[config.mk]
export PLATFORM = sky130hd
export DESIGN_NAME = fifo_queue_with_search
export DESIGN_NICKNAME = d
export VERILOG_FILES = /design/src/rtl/fqs_pkg.sv /design/src/rtl/fqs_ram.sv /design/src/rtl/fifo_queue_with_search.sv
export SDC_FILE = /design/constraint.sdc
export NUM_CORES = 1
export LEC_CHECK = 0
export ABC_AREA = 0
export CAP_MARGIN = 20
export CELL_PAD_IN_SITES_DETAIL_PLACEMENT = 2
export CELL_PAD_IN_SITES_GLOBAL_PLACEMENT = 2
export CORE_ASPECT_RATIO = 0.6
export CORE_UTILIZATION = 30
export DETAILED_ROUTE_END_ITERATION = 12
export DONT_BUFFER_PORTS = 1
export PLACE_DENSITY = 0.65
export SLEW_MARGIN = 20
export SYNTH_ARGS = -nofsm -noshare
export SYNTH_HDL_FRONTEND = slang
export SYNTH_SLANG_ARGS = --single-unit
[constraint.sdc]
create_clock -name clock -period 3.55 [get_ports clock]
set_input_delay 0 -clock clock [delete_from_list [all_inputs] [get_ports clock]]
set_output_delay 0 -clock clock [all_outputs]
set_load 0.05 [all_outputs]
[src/rtl/fqs_pkg.sv]
// Shared types and codes for the FIFO queue with membership search.
// No dependencies.
package fqs_pkg;

   localparam int DATA_W  = 32;
   localparam int FUNC_W  = 2;
   localparam int COUNT_W = 5;
   localparam int STAT_W  = 2;
   localparam int RSP_W   = 48;

   localparam logic [FUNC_W-1:0] FUNC_ENQ    = 2'd0;
   localparam logic [FUNC_W-1:0] FUNC_DEQ    = 2'd1;
   localparam logic [FUNC_W-1:0] FUNC_SEARCH = 2'd2;

   localparam logic [STAT_W-1:0] ST_OK    = 2'd0;
   localparam logic [STAT_W-1:0] ST_EMPTY = 2'd1;
   localparam logic [STAT_W-1:0] ST_FULL  = 2'd2;

   typedef struct packed {
      logic [RSP_W-42:0]         pad;
      logic [STAT_W-1:0]         status;
      logic                      found;
      logic [COUNT_W-1:0]        entry_count;
      logic                      is_empty;
      logic signed [DATA_W-1:0]  head_value;
   } rsp_type;

endpackage

[src/rtl/fqs_ram.sv]
// Generic single-write, single-read RAM with registered read data.
// No dependencies.
module fqs_ram #(
   parameter int WIDTH = 32,
   parameter int DEPTH = 16
) (
   input  logic                     clock,
   input  logic                     wr_en,
   input  logic [$clog2(DEPTH)-1:0] wr_addr,
   input  logic [WIDTH-1:0]         wr_data,
   input  logic                     rd_en,
   input  logic [$clog2(DEPTH)-1:0] rd_addr,
   output logic [WIDTH-1:0]         rd_data
);

   logic [WIDTH-1:0] mem [DEPTH];
   logic [WIDTH-1:0] rd_data_ff;

   always_ff @(posedge clock) begin
      if (wr_en) begin
         mem[wr_addr] <= wr_data;
      end
      if (rd_en) begin
         rd_data_ff <= mem[rd_addr];
      end
   end

   assign rd_data = rd_data_ff;

endmodule

[src/rtl/fifo_queue_with_search.sv]
// FIFO queue of signed 32-bit values with enqueue, dequeue and membership search.
// Every request yields one response carrying the head value, empty flag, count,
// found flag and status. Enqueue, dequeue and unused codes pass through the execute,
// head-read and done states before the next acceptance; a search also scans the held
// entries, the single RAM read port feeding one compare per cycle. The entry store
// needs no clearing after reset. Depends on fqs_pkg and fqs_ram.
module fifo_queue_with_search
   import fqs_pkg::*;
#(
   parameter int DEPTH = 16
) (
   input  logic                clock,
   input  logic                reset,
   input  logic                req_tvalid,
   output logic                req_tready,
   input  logic [DATA_W-1:0]   req_tdata,   // [31:0] value
   input  logic [FUNC_W-1:0]   req_tuser,   // [1:0] func
   output logic                rsp_tvalid,
   input  logic                rsp_tready,
   output logic [RSP_W-1:0]    rsp_tdata    // [31:0] head_value, [32] is_empty,
                                            // [37:33] entry_count, [38] found,
                                            // [40:39] status, [47:41] zero
);

   localparam int ADDR_W = $clog2(DEPTH);
   localparam int CNT_W  = $clog2(DEPTH + 1);

   typedef enum logic [2:0] {S_IDLE, S_EXEC, S_SCAN, S_HEAD, S_DONE} state_type;

   state_type           state_ff, state_in;
   logic [FUNC_W-1:0]   func_ff, func_in;
   logic [DATA_W-1:0]   value_ff, value_in;
   logic [ADDR_W-1:0]   head_ff, head_in;
   logic [CNT_W-1:0]    occ_ff, occ_in;
   logic [ADDR_W-1:0]   idx_ff, idx_in;
   logic [CNT_W-1:0]    cnt_ff, cnt_in;
   logic                found_ff, found_in;
   logic [STAT_W-1:0]   status_ff, status_in;
   logic                rsp_valid_ff, rsp_valid_in;
   rsp_type             rsp_data_ff, rsp_data_in;

   logic                wr_en;
   logic [ADDR_W-1:0]   tail;
   logic [CNT_W:0]      tail_sum;
   logic                rd_en;
   logic [ADDR_W-1:0]   rd_addr;
   logic [DATA_W-1:0]   rd_data;
   logic [31:0]         occ_ext;
   logic                hit;

   function automatic logic [ADDR_W-1:0] wrap_inc(input logic [ADDR_W-1:0] i);
      return (i == ADDR_W'(DEPTH - 1)) ? '0 : i + ADDR_W'(1);
   endfunction

   assign tail_sum = (CNT_W+1)'(head_ff) + (CNT_W+1)'(occ_ff);
   assign tail     = (tail_sum >= (CNT_W+1)'(DEPTH)) ?
                     ADDR_W'(tail_sum - (CNT_W+1)'(DEPTH)) : ADDR_W'(tail_sum);
   assign occ_ext  = 32'(occ_ff);
   assign hit      = (rd_data == value_ff);

   assign wr_en   = (state_ff == S_EXEC) && (func_ff == FUNC_ENQ) &&
                    (occ_ff != CNT_W'(DEPTH));
   assign rd_en   = (state_ff == S_EXEC) || (state_ff == S_SCAN) || (state_ff == S_HEAD);
   assign rd_addr = (state_ff == S_SCAN) ? idx_ff : head_ff;

   fqs_ram #(
      .WIDTH (DATA_W),
      .DEPTH (DEPTH)
   ) u_store (
      .clock   (clock),
      .wr_en   (wr_en),
      .wr_addr (tail),
      .wr_data (value_ff),
      .rd_en   (rd_en),
      .rd_addr (rd_addr),
      .rd_data (rd_data)
   );

   always_comb begin
      state_in     = state_ff;
      func_in      = func_ff;
      value_in     = value_ff;
      head_in      = head_ff;
      occ_in       = occ_ff;
      idx_in       = idx_ff;
      cnt_in       = cnt_ff;
      found_in     = found_ff;
      status_in    = status_ff;
      rsp_valid_in = rsp_valid_ff;
      rsp_data_in  = rsp_data_ff;
      if (rsp_valid_ff && rsp_tready) begin
         rsp_valid_in = 1'b0;
      end
      unique case (state_ff)
         S_IDLE: begin
            if (req_tvalid) begin
               func_in   = req_tuser;
               value_in  = req_tdata;
               found_in  = 1'b0;
               status_in = ST_OK;
               state_in  = S_EXEC;
            end
         end
         S_EXEC: begin
            state_in = S_HEAD;
            case (func_ff)
               FUNC_ENQ: begin
                  if (occ_ff == CNT_W'(DEPTH)) begin
                     status_in = ST_FULL;
                  end else begin
                     occ_in = occ_ff + CNT_W'(1);
                  end
               end
               FUNC_DEQ: begin
                  if (occ_ff == '0) begin
                     status_in = ST_EMPTY;
                  end else begin
                     head_in = wrap_inc(head_ff);
                     occ_in  = occ_ff - CNT_W'(1);
                  end
               end
               FUNC_SEARCH: begin
                  idx_in = wrap_inc(head_ff);
                  cnt_in = CNT_W'(1);
                  if (occ_ff != '0) begin
                     state_in = S_SCAN;
                  end
               end
               default: begin
               end
            endcase
         end
         S_SCAN: begin
            if (hit || (cnt_ff == occ_ff)) begin
               found_in = hit;
               state_in = S_HEAD;
            end else begin
               idx_in = wrap_inc(idx_ff);
               cnt_in = cnt_ff + CNT_W'(1);
            end
         end
         S_HEAD: begin
            state_in = S_DONE;
         end
         S_DONE: begin
            if (!rsp_valid_ff || rsp_tready) begin
               rsp_data_in.pad         = '0;
               rsp_data_in.status      = status_ff;
               rsp_data_in.found       = found_ff;
               rsp_data_in.entry_count = occ_ext[COUNT_W-1:0];
               rsp_data_in.is_empty    = (occ_ff == '0);
               rsp_data_in.head_value  = (occ_ff == '0) ? '1 : rd_data;
               rsp_valid_in            = 1'b1;
               state_in                = S_IDLE;
            end
         end
         default: begin
            state_in = S_IDLE;
         end
      endcase
   end

   always_ff @(posedge clock) begin
      if (reset) begin
         state_ff     <= S_IDLE;
         head_ff      <= '0;
         occ_ff       <= '0;
         rsp_valid_ff <= 1'b0;
      end else begin
         state_ff     <= state_in;
         head_ff      <= head_in;
         occ_ff       <= occ_in;
         rsp_valid_ff <= rsp_valid_in;
      end
      func_ff     <= func_in;
      value_ff    <= value_in;
      idx_ff      <= idx_in;
      cnt_ff      <= cnt_in;
      found_ff    <= found_in;
      status_ff   <= status_in;
      rsp_data_ff <= rsp_data_in;
   end

   assign req_tready = (state_ff == S_IDLE);
   assign rsp_tvalid = rsp_valid_ff;
   assign rsp_tdata  = rsp_data_ff;

endmodule

-- Word level (Yosys, flattened, before mapping)
Memories as Yosys holds them, arrays and structs flattened. A register that Yosys moved wholly into a read port is not among the register bits.
Index checks and enable logic that the tools add are counted.
- flip-flop bits (word level): 100
- memory bits (writable): 512
- memories kept: 1
- input bits: 38
- logic and storage cells: 103
- output and inout port bits: 50
- eq/ne operators: 22
- bitwise operators: 1
- order comparisons: 1
- mux-type cells: 32
- reduce and logical (&&, ||, !) cells: 24
- add/sub/neg operators: 7
- memory list (name ; words ; width ; read ports ; clocked after memory_dff ; wr ports ; RTL line ; RTL):
    u_store.mem ; 16 ; 32 ; 1 ; 1 ; 1 ; fqs_ram.sv:16 ; logic [WIDTH-1:0] mem [DEPTH];
- operators by type and width (kind ; number):
    32-bit equality test ; 1
    4-bit 2-to-1 mux ; 6
    5-bit 2-to-1 mux ; 4
    5-bit one-hot mux with 2 select lines ; 2
    3-bit one-hot mux with 5 select lines ; 1
    3-bit AND reduction ; 4
    5-bit by 1-bit adder with 5-bit output, second input constant ; 2
    2-bit != test, second input constant ; 5
    1-bit 2-to-1 mux ; 9
    3-bit 2-to-1 mux ; 3
    4-bit by 1-bit adder with 4-bit output, second input constant ; 2
    4-bit equality test, second input constant ; 2
    2-bit one-hot mux with 2 select lines ; 2
    4-bit one-hot mux with 2 select lines ; 1
    2-bit nonzero test ; 4
    4-bit by 5-bit adder with 6-bit output ; 1
    3-bit by 2-bit equality test with 1-bit output, second input constant ; 2
    6-bit by 5-bit greater-or-equal comparator with 1-bit output, second input constant ; 1
    2-bit 2-to-1 mux ; 3
    3-bit by 2-bit != test with 1-bit output, second input constant ; 2
    5-bit equality test ; 1
    5-bit equality test, second input constant ; 1
    5-bit logical NOT ; 1
    5-bit != test, second input constant ; 1
    other kinds (19) ; 26

-- Logic depth before layout (Yosys ltp)
- depth in word-level cells: 5
- gate-level depth with buffers: 8
- depth with buffers taken out: 8

-- Modules after synthesis
Synthesis repeated with hierarchy kept, for this count alone.
- cell total of the unflattened synthesis: 1166
- area, all modules: 24606.1 um^2
- by module, submodules not included (module ; instances ; sequential area each (um^2) ; cells each ; area an instance (um^2)):
    fqs_ram ; 1 ; 16335.7 ; 838 ; 20155.6
    fifo_queue_with_search ; 1 ; 2872.8 ; 328 ; 4450.5

-- Worst setup path before layout
OpenSTA, ideal clock, no wires.
- path kind: reg2reg
- start: register state_ff[2]
- end: memory u_store.mem[4][0], enable pin
- stages on the path, launching flop included: 7
- required time: 3129 ps
- period minus slack after synthesis: 3645 ps
- path buffers: 2
- arrival: 3224 ps
- library setup time: 421 ps
- path slack: -95 ps
- path through: dfxtp_1 -> buf_2 -> or3b_1 -> buf_2 -> a2111oi_4 -> or3b_1 -> nor2_1
- word-level cells in the longest chain between the ends: 5
- RTL lines (what ; RTL line ; RTL):
    start, declared ; fifo_queue_with_search.sv:30 ; state_type state_ff, state_in;
    start signal, assigned ; fifo_queue_with_search.sv:170 ; state_ff <= state_in;
    3-bit by 1-bit equality test with 1-bit output ; fifo_queue_with_search.sv:61 ; assign wr_en = (state_ff == S_EXEC) && (func_ff == FUNC_ENQ) &&
    1-bit logical AND (2 in series) ; fifo_queue_with_search.sv:61 ;
    1-bit 2-to-1 mux ; fqs_ram.sv:20 ; if (wr_en) begin
    1-bit 2-to-1 mux (not written as such) ; fqs_ram.sv:21 ; mem[wr_addr] <= wr_data;
    end, declared ; fqs_ram.sv:16 ;
Every way passes these cells.

-- Worst setup path after layout
- start: register state_ff[1]
- end: register u_store.rd_data_ff[11] (netlist: u_store.rd_data[11]) (read register of u_store.mem), data pin
- word-level cells in the longest chain between the ends: 3
- elaborated cells on any way between the ends: 6
- classes of those cells: eq/ne: 3; mux: 1; reduce/logical: 2
- RTL lines (what ; RTL line ; RTL):
    3-bit by 1-bit equality test with 1-bit output / 3-bit by 2-bit equality test with 1-bit output (equally long branches) ; fifo_queue_with_search.sv:63, fifo_queue_with_search.sv:64 ;
    1-bit logical OR (2 in series) ; fifo_queue_with_search.sv:63 ; assign rd_en = (state_ff == S_EXEC) || (state_ff == S_SCAN) || (state_ff == S_HEAD);
    end, declared ; fqs_ram.sv:17 ; logic [WIDTH-1:0] rd_data_ff;
Parallel ways exist; a longest one is shown, timed or not.
A chain may end at the register's enable or synchronous reset.

==> results.md <==
- The run finished with clean final reports.
- The area growth from synthesis to layout is 18.7%.
- The actual slew at the worst max-slew pin is slightly above 0.9 ns.
- The distinct cell type count of the synthesized netlist is 47.
- The worst setup slack for register-to-register paths is slightly below 0.4 ns.
- For this design the top-level I/O count stands at between 80 and 90.
- The number of synthesized flops with an enable pin is ~630.
- The core utilization of the finished layout is a little over a third.
- In the final layout, the share of cells above drive strength 1 is between 10 and 15%.
- The cell type contributing the most total cell area after synthesis is sky130_fd_sc_hd__edfxtp_1.
- The data arrival time at the worst-slack endpoint is between 3 and 4 ns.
- The number of sinks driven by the clock tree is roughly 640.
- The detail-routed via count per cell is just under 5.
- STA classifies the critical path startpoint as a flip-flop.
- The maximum clock frequency is 317 MHz.
- Across the run, the number of max-cap violations was 0.
- The top-area cell type share of the netlist area is 76.3%.
- The number of register bits inferred by synthesis is around 640.
- Dividing the final minimum period by the clock period gives a little under 90%.
- The placeable core region is about 80000 µm².
- Buffers placed on the I/O ports in this run total 0.
- Summing every instance area after synthesis gives around 25000 µm².
- During synthesis, Yosys emitted a total of 0 warnings.
- In the synthesized netlist, the number of instances is between 1k and 1.5k.
- The maximum number of pins on one net before global-route repair is just under 70.
- The worst register-to-register path begins at state_ff[1]$_SDFFE_PP0P_.
- The instance count after placement with tap cells included is 2452.
- The number of slew-limit violations in the final report is 0.
- The number of iterations in the first detailed-routing pass is 5.
- The number of vias in the routed layout is about 13k.
- The worst max-slew margin expressed relative to the limit is 37.6%.
- The clock arrives with approximately 0.017 ns of skew.
- The biggest fanout along the worst timing path is 20.
- Excluding fillers, the count of instances in the completed layout stands at 2629.
- The start-to-end type of the worst setup path is flip-flop to flip-flop.
- The routed length per placed instance is approximately 27 µm.
- Once the floorplan was initialized, standard cells occupied 30.4% of the core.
- For this run the aggregate overflow at the end of global routing stands at 0.
- Buffers inserted to repair hold after CTS numbered 70.
- The launch point of the worst path is state_ff[1]$_SDFFE_PP0P_.
- The root cell of the clock tree is sky130_fd_sc_hd__clkbuf_16.
- The power per cell area is just under 700 nW/µm².
- The data required time at the worst endpoint is roughly 3.9 ns.
- The number of cells on the worst hold path is 1.
- The total number of H-tree levels is 2.
- The most frequent cell after synthesis is sky130_fd_sc_hd__edfxtp_1.
- The floorplan has 81 rows.
- Dividing the synthesized area by the synthesized cell count gives 18.1 µm².
- The endpoint of the worst hold-timing path is value_ff[16]$_DFFE_PP_.
- The die is 373 µm wide.
- The dominant synthesized flop cell is sky130_fd_sc_hd__edfxtp_1.
- The worst setup path is captured at a flip-flop.
- The total power is 20.4 mW.
- The number of inserted filler cells in the final layout is between 7k and 8k.
- 0 antenna diodes ended up in the layout.
- The overall global routing resource usage is between 10% and 20%.
- The clock tree from TritonCTS is yes.
- The final estimated routing congestion in global placement is approximately 0.74.
- The switching power is around 6.0 mW.
- The count of nets left with antenna violations once routing finished came out at 0.
- The cell depth of the worst flop-to-flop path is 8.
- After detailed routing, the number of remaining DRC violations is 0.
- The clock-pin slew of the registers on the worst-case setup and hold paths is 0.07 ns.
- The clock period minus final worst setup slack is about 3.2 ns.
- The die covers about 84000 µm².
- The TritonCTS buffer count is 58.
- The initial antenna violation count is 3.
- Setup repair after global routing left no endpoint under its margin.
- Setup violations remaining at the end of the flow were counted as 0.
- The internal portion of the total power is between 10 and 15 mW.
- The startpoint identified for the worst hold timing path is req_tdata[16].
- Per report_power, the sequential group accounts for 49.4% of the total.
- The buffers inserted during post-CTS setup optimization is 0.
- The first global-routing pass estimated 102000 µm of wire.
- The net count of the finished layout is around 1.6k.
- The chip height is between 200 and 250 µm.
- Wires add up to a little over 70000 µm.
- The commonest cells after synthesis are sky130_fd_sc_hd__edfxtp_1, sky130_fd_sc_hd__mux2i_1, sky130_fd_sc_hd__o22ai_1.
- The share of synthesized registers carrying an async set or reset is 0%.
- The insertion delay to the later sink of the worst-skew pair is about 0.64 ns.
- The number of global-route vias before repair is 14.2k.
- The path class of the tightest hold or removal check is input pin to flip-flop.
- The relative contribution of the clock network to total power is 31.5%.
- The switching share of power is 29.3%.
- The maximum count of clock buffers along a single path is 3.
- The post-cts resize count is 0.
- The relative contribution of combinational cells to total power is 19.1%.
- The sequential element share of the synthesized area is 77.4%.
- By area the synthesized netlist is led by sky130_fd_sc_hd__edfxtp_1, sky130_fd_sc_hd__mux2i_1, sky130_fd_sc_hd__o22ai_1.
- Across the VDD grid, the largest voltage drop is ~0.00036 V.
- The final-report hold violation count is 0.
- The detailed placement HPWL is 40800 µm.
- After the first detailed-routing iteration, the DRC count stood at ~1.1k.
- In this run the static leakage power is 10.3 nW.
- The end of the worst register-to-register path is u_store.rd_data[11]$_DFFE_PP_.
## cells in the final DEF, fill, tap and decap left out, types with 3 or more instances in the layout
| cell | n |
|---|---|
| sky130_fd_sc_hd__a21o_1 | 4 |
| sky130_fd_sc_hd__a21oi_1 | 10 |
| sky130_fd_sc_hd__buf_12 | 30 |
| sky130_fd_sc_hd__buf_4 | 34 |
| sky130_fd_sc_hd__bufinv_16 | 7 |
| sky130_fd_sc_hd__clkbuf_1 | 9 |
| sky130_fd_sc_hd__clkbuf_16 | 59 |
| sky130_fd_sc_hd__clkinv_1 | 15 |
| sky130_fd_sc_hd__clkinv_2 | 12 |
| sky130_fd_sc_hd__conb_1 | 7 |
| sky130_fd_sc_hd__dfxtp_1 | 13 |
| sky130_fd_sc_hd__dlygate4sd3_1 | 70 |
| sky130_fd_sc_hd__edfxtp_1 | 631 |
| sky130_fd_sc_hd__ha_1 | 9 |
| sky130_fd_sc_hd__inv_1 | 4 |
| sky130_fd_sc_hd__mux2i_1 | 264 |
| sky130_fd_sc_hd__nand2_1 | 14 |
| sky130_fd_sc_hd__nand2_2 | 5 |
| sky130_fd_sc_hd__nand2b_1 | 6 |
| sky130_fd_sc_hd__nand3_1 | 5 |
| sky130_fd_sc_hd__nand3b_1 | 3 |
| sky130_fd_sc_hd__nand4_1 | 8 |
| sky130_fd_sc_hd__nor2_1 | 15 |
| sky130_fd_sc_hd__nor2_4 | 18 |
| sky130_fd_sc_hd__nor3_1 | 6 |
| sky130_fd_sc_hd__nor4_1 | 3 |
| sky130_fd_sc_hd__o21ai_0 | 5 |
| sky130_fd_sc_hd__o22ai_1 | 128 |
| sky130_fd_sc_hd__or2_2 | 32 |
| sky130_fd_sc_hd__or4_1 | 32 |
| sky130_fd_sc_hd__xnor2_1 | 44 |
| sky130_fd_sc_hd__xor2_1 | 9 |
## worst max-delay path by stage
stage | endpoint | slack [ns] | cells past startpoint
final | u_store.rd_data[11]$_DFFE_PP_ | 0.39 | 8
after global routing | u_store.rd_data[11]$_DFFE_PP_ | 0.25 | 8
after CTS | u_store.rd_data[11]$_DFFE_PP_ | 0.39 | 8
after detailed placement | u_store.rd_data[11]$_DFFE_PP_ | 0.38 | 8
after global placement | u_store.rd_data[22]$_DFFE_PP_ | 0.53 | 7
after floorplan | u_store.mem[4][0]$_DFFE_PP_ | -0.1 | 6
## power by group through the flow
stage | clock [mW] | sequential [mW] | combinational, mW
3_3_place_gp | 0 | 10.2 | 3.72
4_1_cts | 6.61 | 10.1 | 3.95
5_1_grt | 6.87 | 10.2 | 4.19
3_5_place_dp | 0 | 10.2 | 3.86
6_report | 6.43 | 10.1 | 3.89
2_1_floorplan | 0 | 9.93 | 2.37
## state kept, by name, indices dropped and copies added (netlist names)
| signal | flops |
|---|---|
| cnt_ff | 5 |
| found_ff | 1 |
| func_ff | 2 |
| head_ff | 4 |
| idx_ff | 4 |
| occ_ff | 5 |
| rsp_tdata | 41 |
| rsp_tvalid | 1 |
| state_ff | 3 |
| status_ff | 2 |
| u_store.mem | 512 |
| u_store.rd_data | 32 |
| value_ff | 32 |
## final cells by class
cell class	instances	area [µm²]	share of cell area (%)
Clock buffer	68	1510	5.12
Clock inverter	39	368	1.25
Inverter	5	18.8	0.0637
Multi-Input combinational cell	660	5460	18.5
Sequential cell	644	19200	65.2
Tap cell	1079	1350	4.58
Timing Repair Buffer	134	1560	5.28
## stage by stage
step / setup TNS (ns) / worst slack, ns / cell area [µm²] / hold WS (ns)
2_1_floorplan: -11.72 / -0.0952 / 24800 / 0.0721
3_3_place_gp: 0 / 0.528 / 26900 / 0.0747
3_5_place_dp: 0 / 0.378 / 26900 / 0.0766
4_1_cts: 0 / 0.394 / 29500 / 0.0341
5_1_grt: 0 / 0.251 / 29500 / 0.0518
6_report: 0 / 0.392 / 29500 / 0.0735
## routing by layer
metal	part of all wire (%)	up-vias	global-route usage, %
li1	-	5715	-
met1	48	6952	24.5
met2	44	302	25.9
met3	5.6	77	3.69
met4	1.5	0	3.61
met5	0	-	0
## cells by family after synthesis
kind of cell | Yosys count | share of synthesized area, %
DFF | 644 | 77.4
muxes | 266 | 10.7
and+or+nand+nor | 164 | 3.80
AOI/OAI and AO/OA | 159 | 4.09
buffers and inverters | 77 | 1.49
xor gates and xnor gates | 53 | 1.87
adders and majority gates | 11 | 0.615
other | 1 | 0.0151
## worst max-delay path, stage by stage (launching register included)
cell and delay, ns:
sky130_fd_sc_hd__dfxtp_1 0.51, sky130_fd_sc_hd__nor3b_2 0.23, sky130_fd_sc_hd__buf_4 0.24, sky130_fd_sc_hd__mux2i_4 0.33
sky130_fd_sc_hd__buf_12 0.24, sky130_fd_sc_hd__buf_4 0.37, sky130_fd_sc_hd__mux2i_1 0.27, sky130_fd_sc_hd__o22ai_1 0.11
sky130_fd_sc_hd__or4_1 0.56
(Power assumes the default switching activity.)
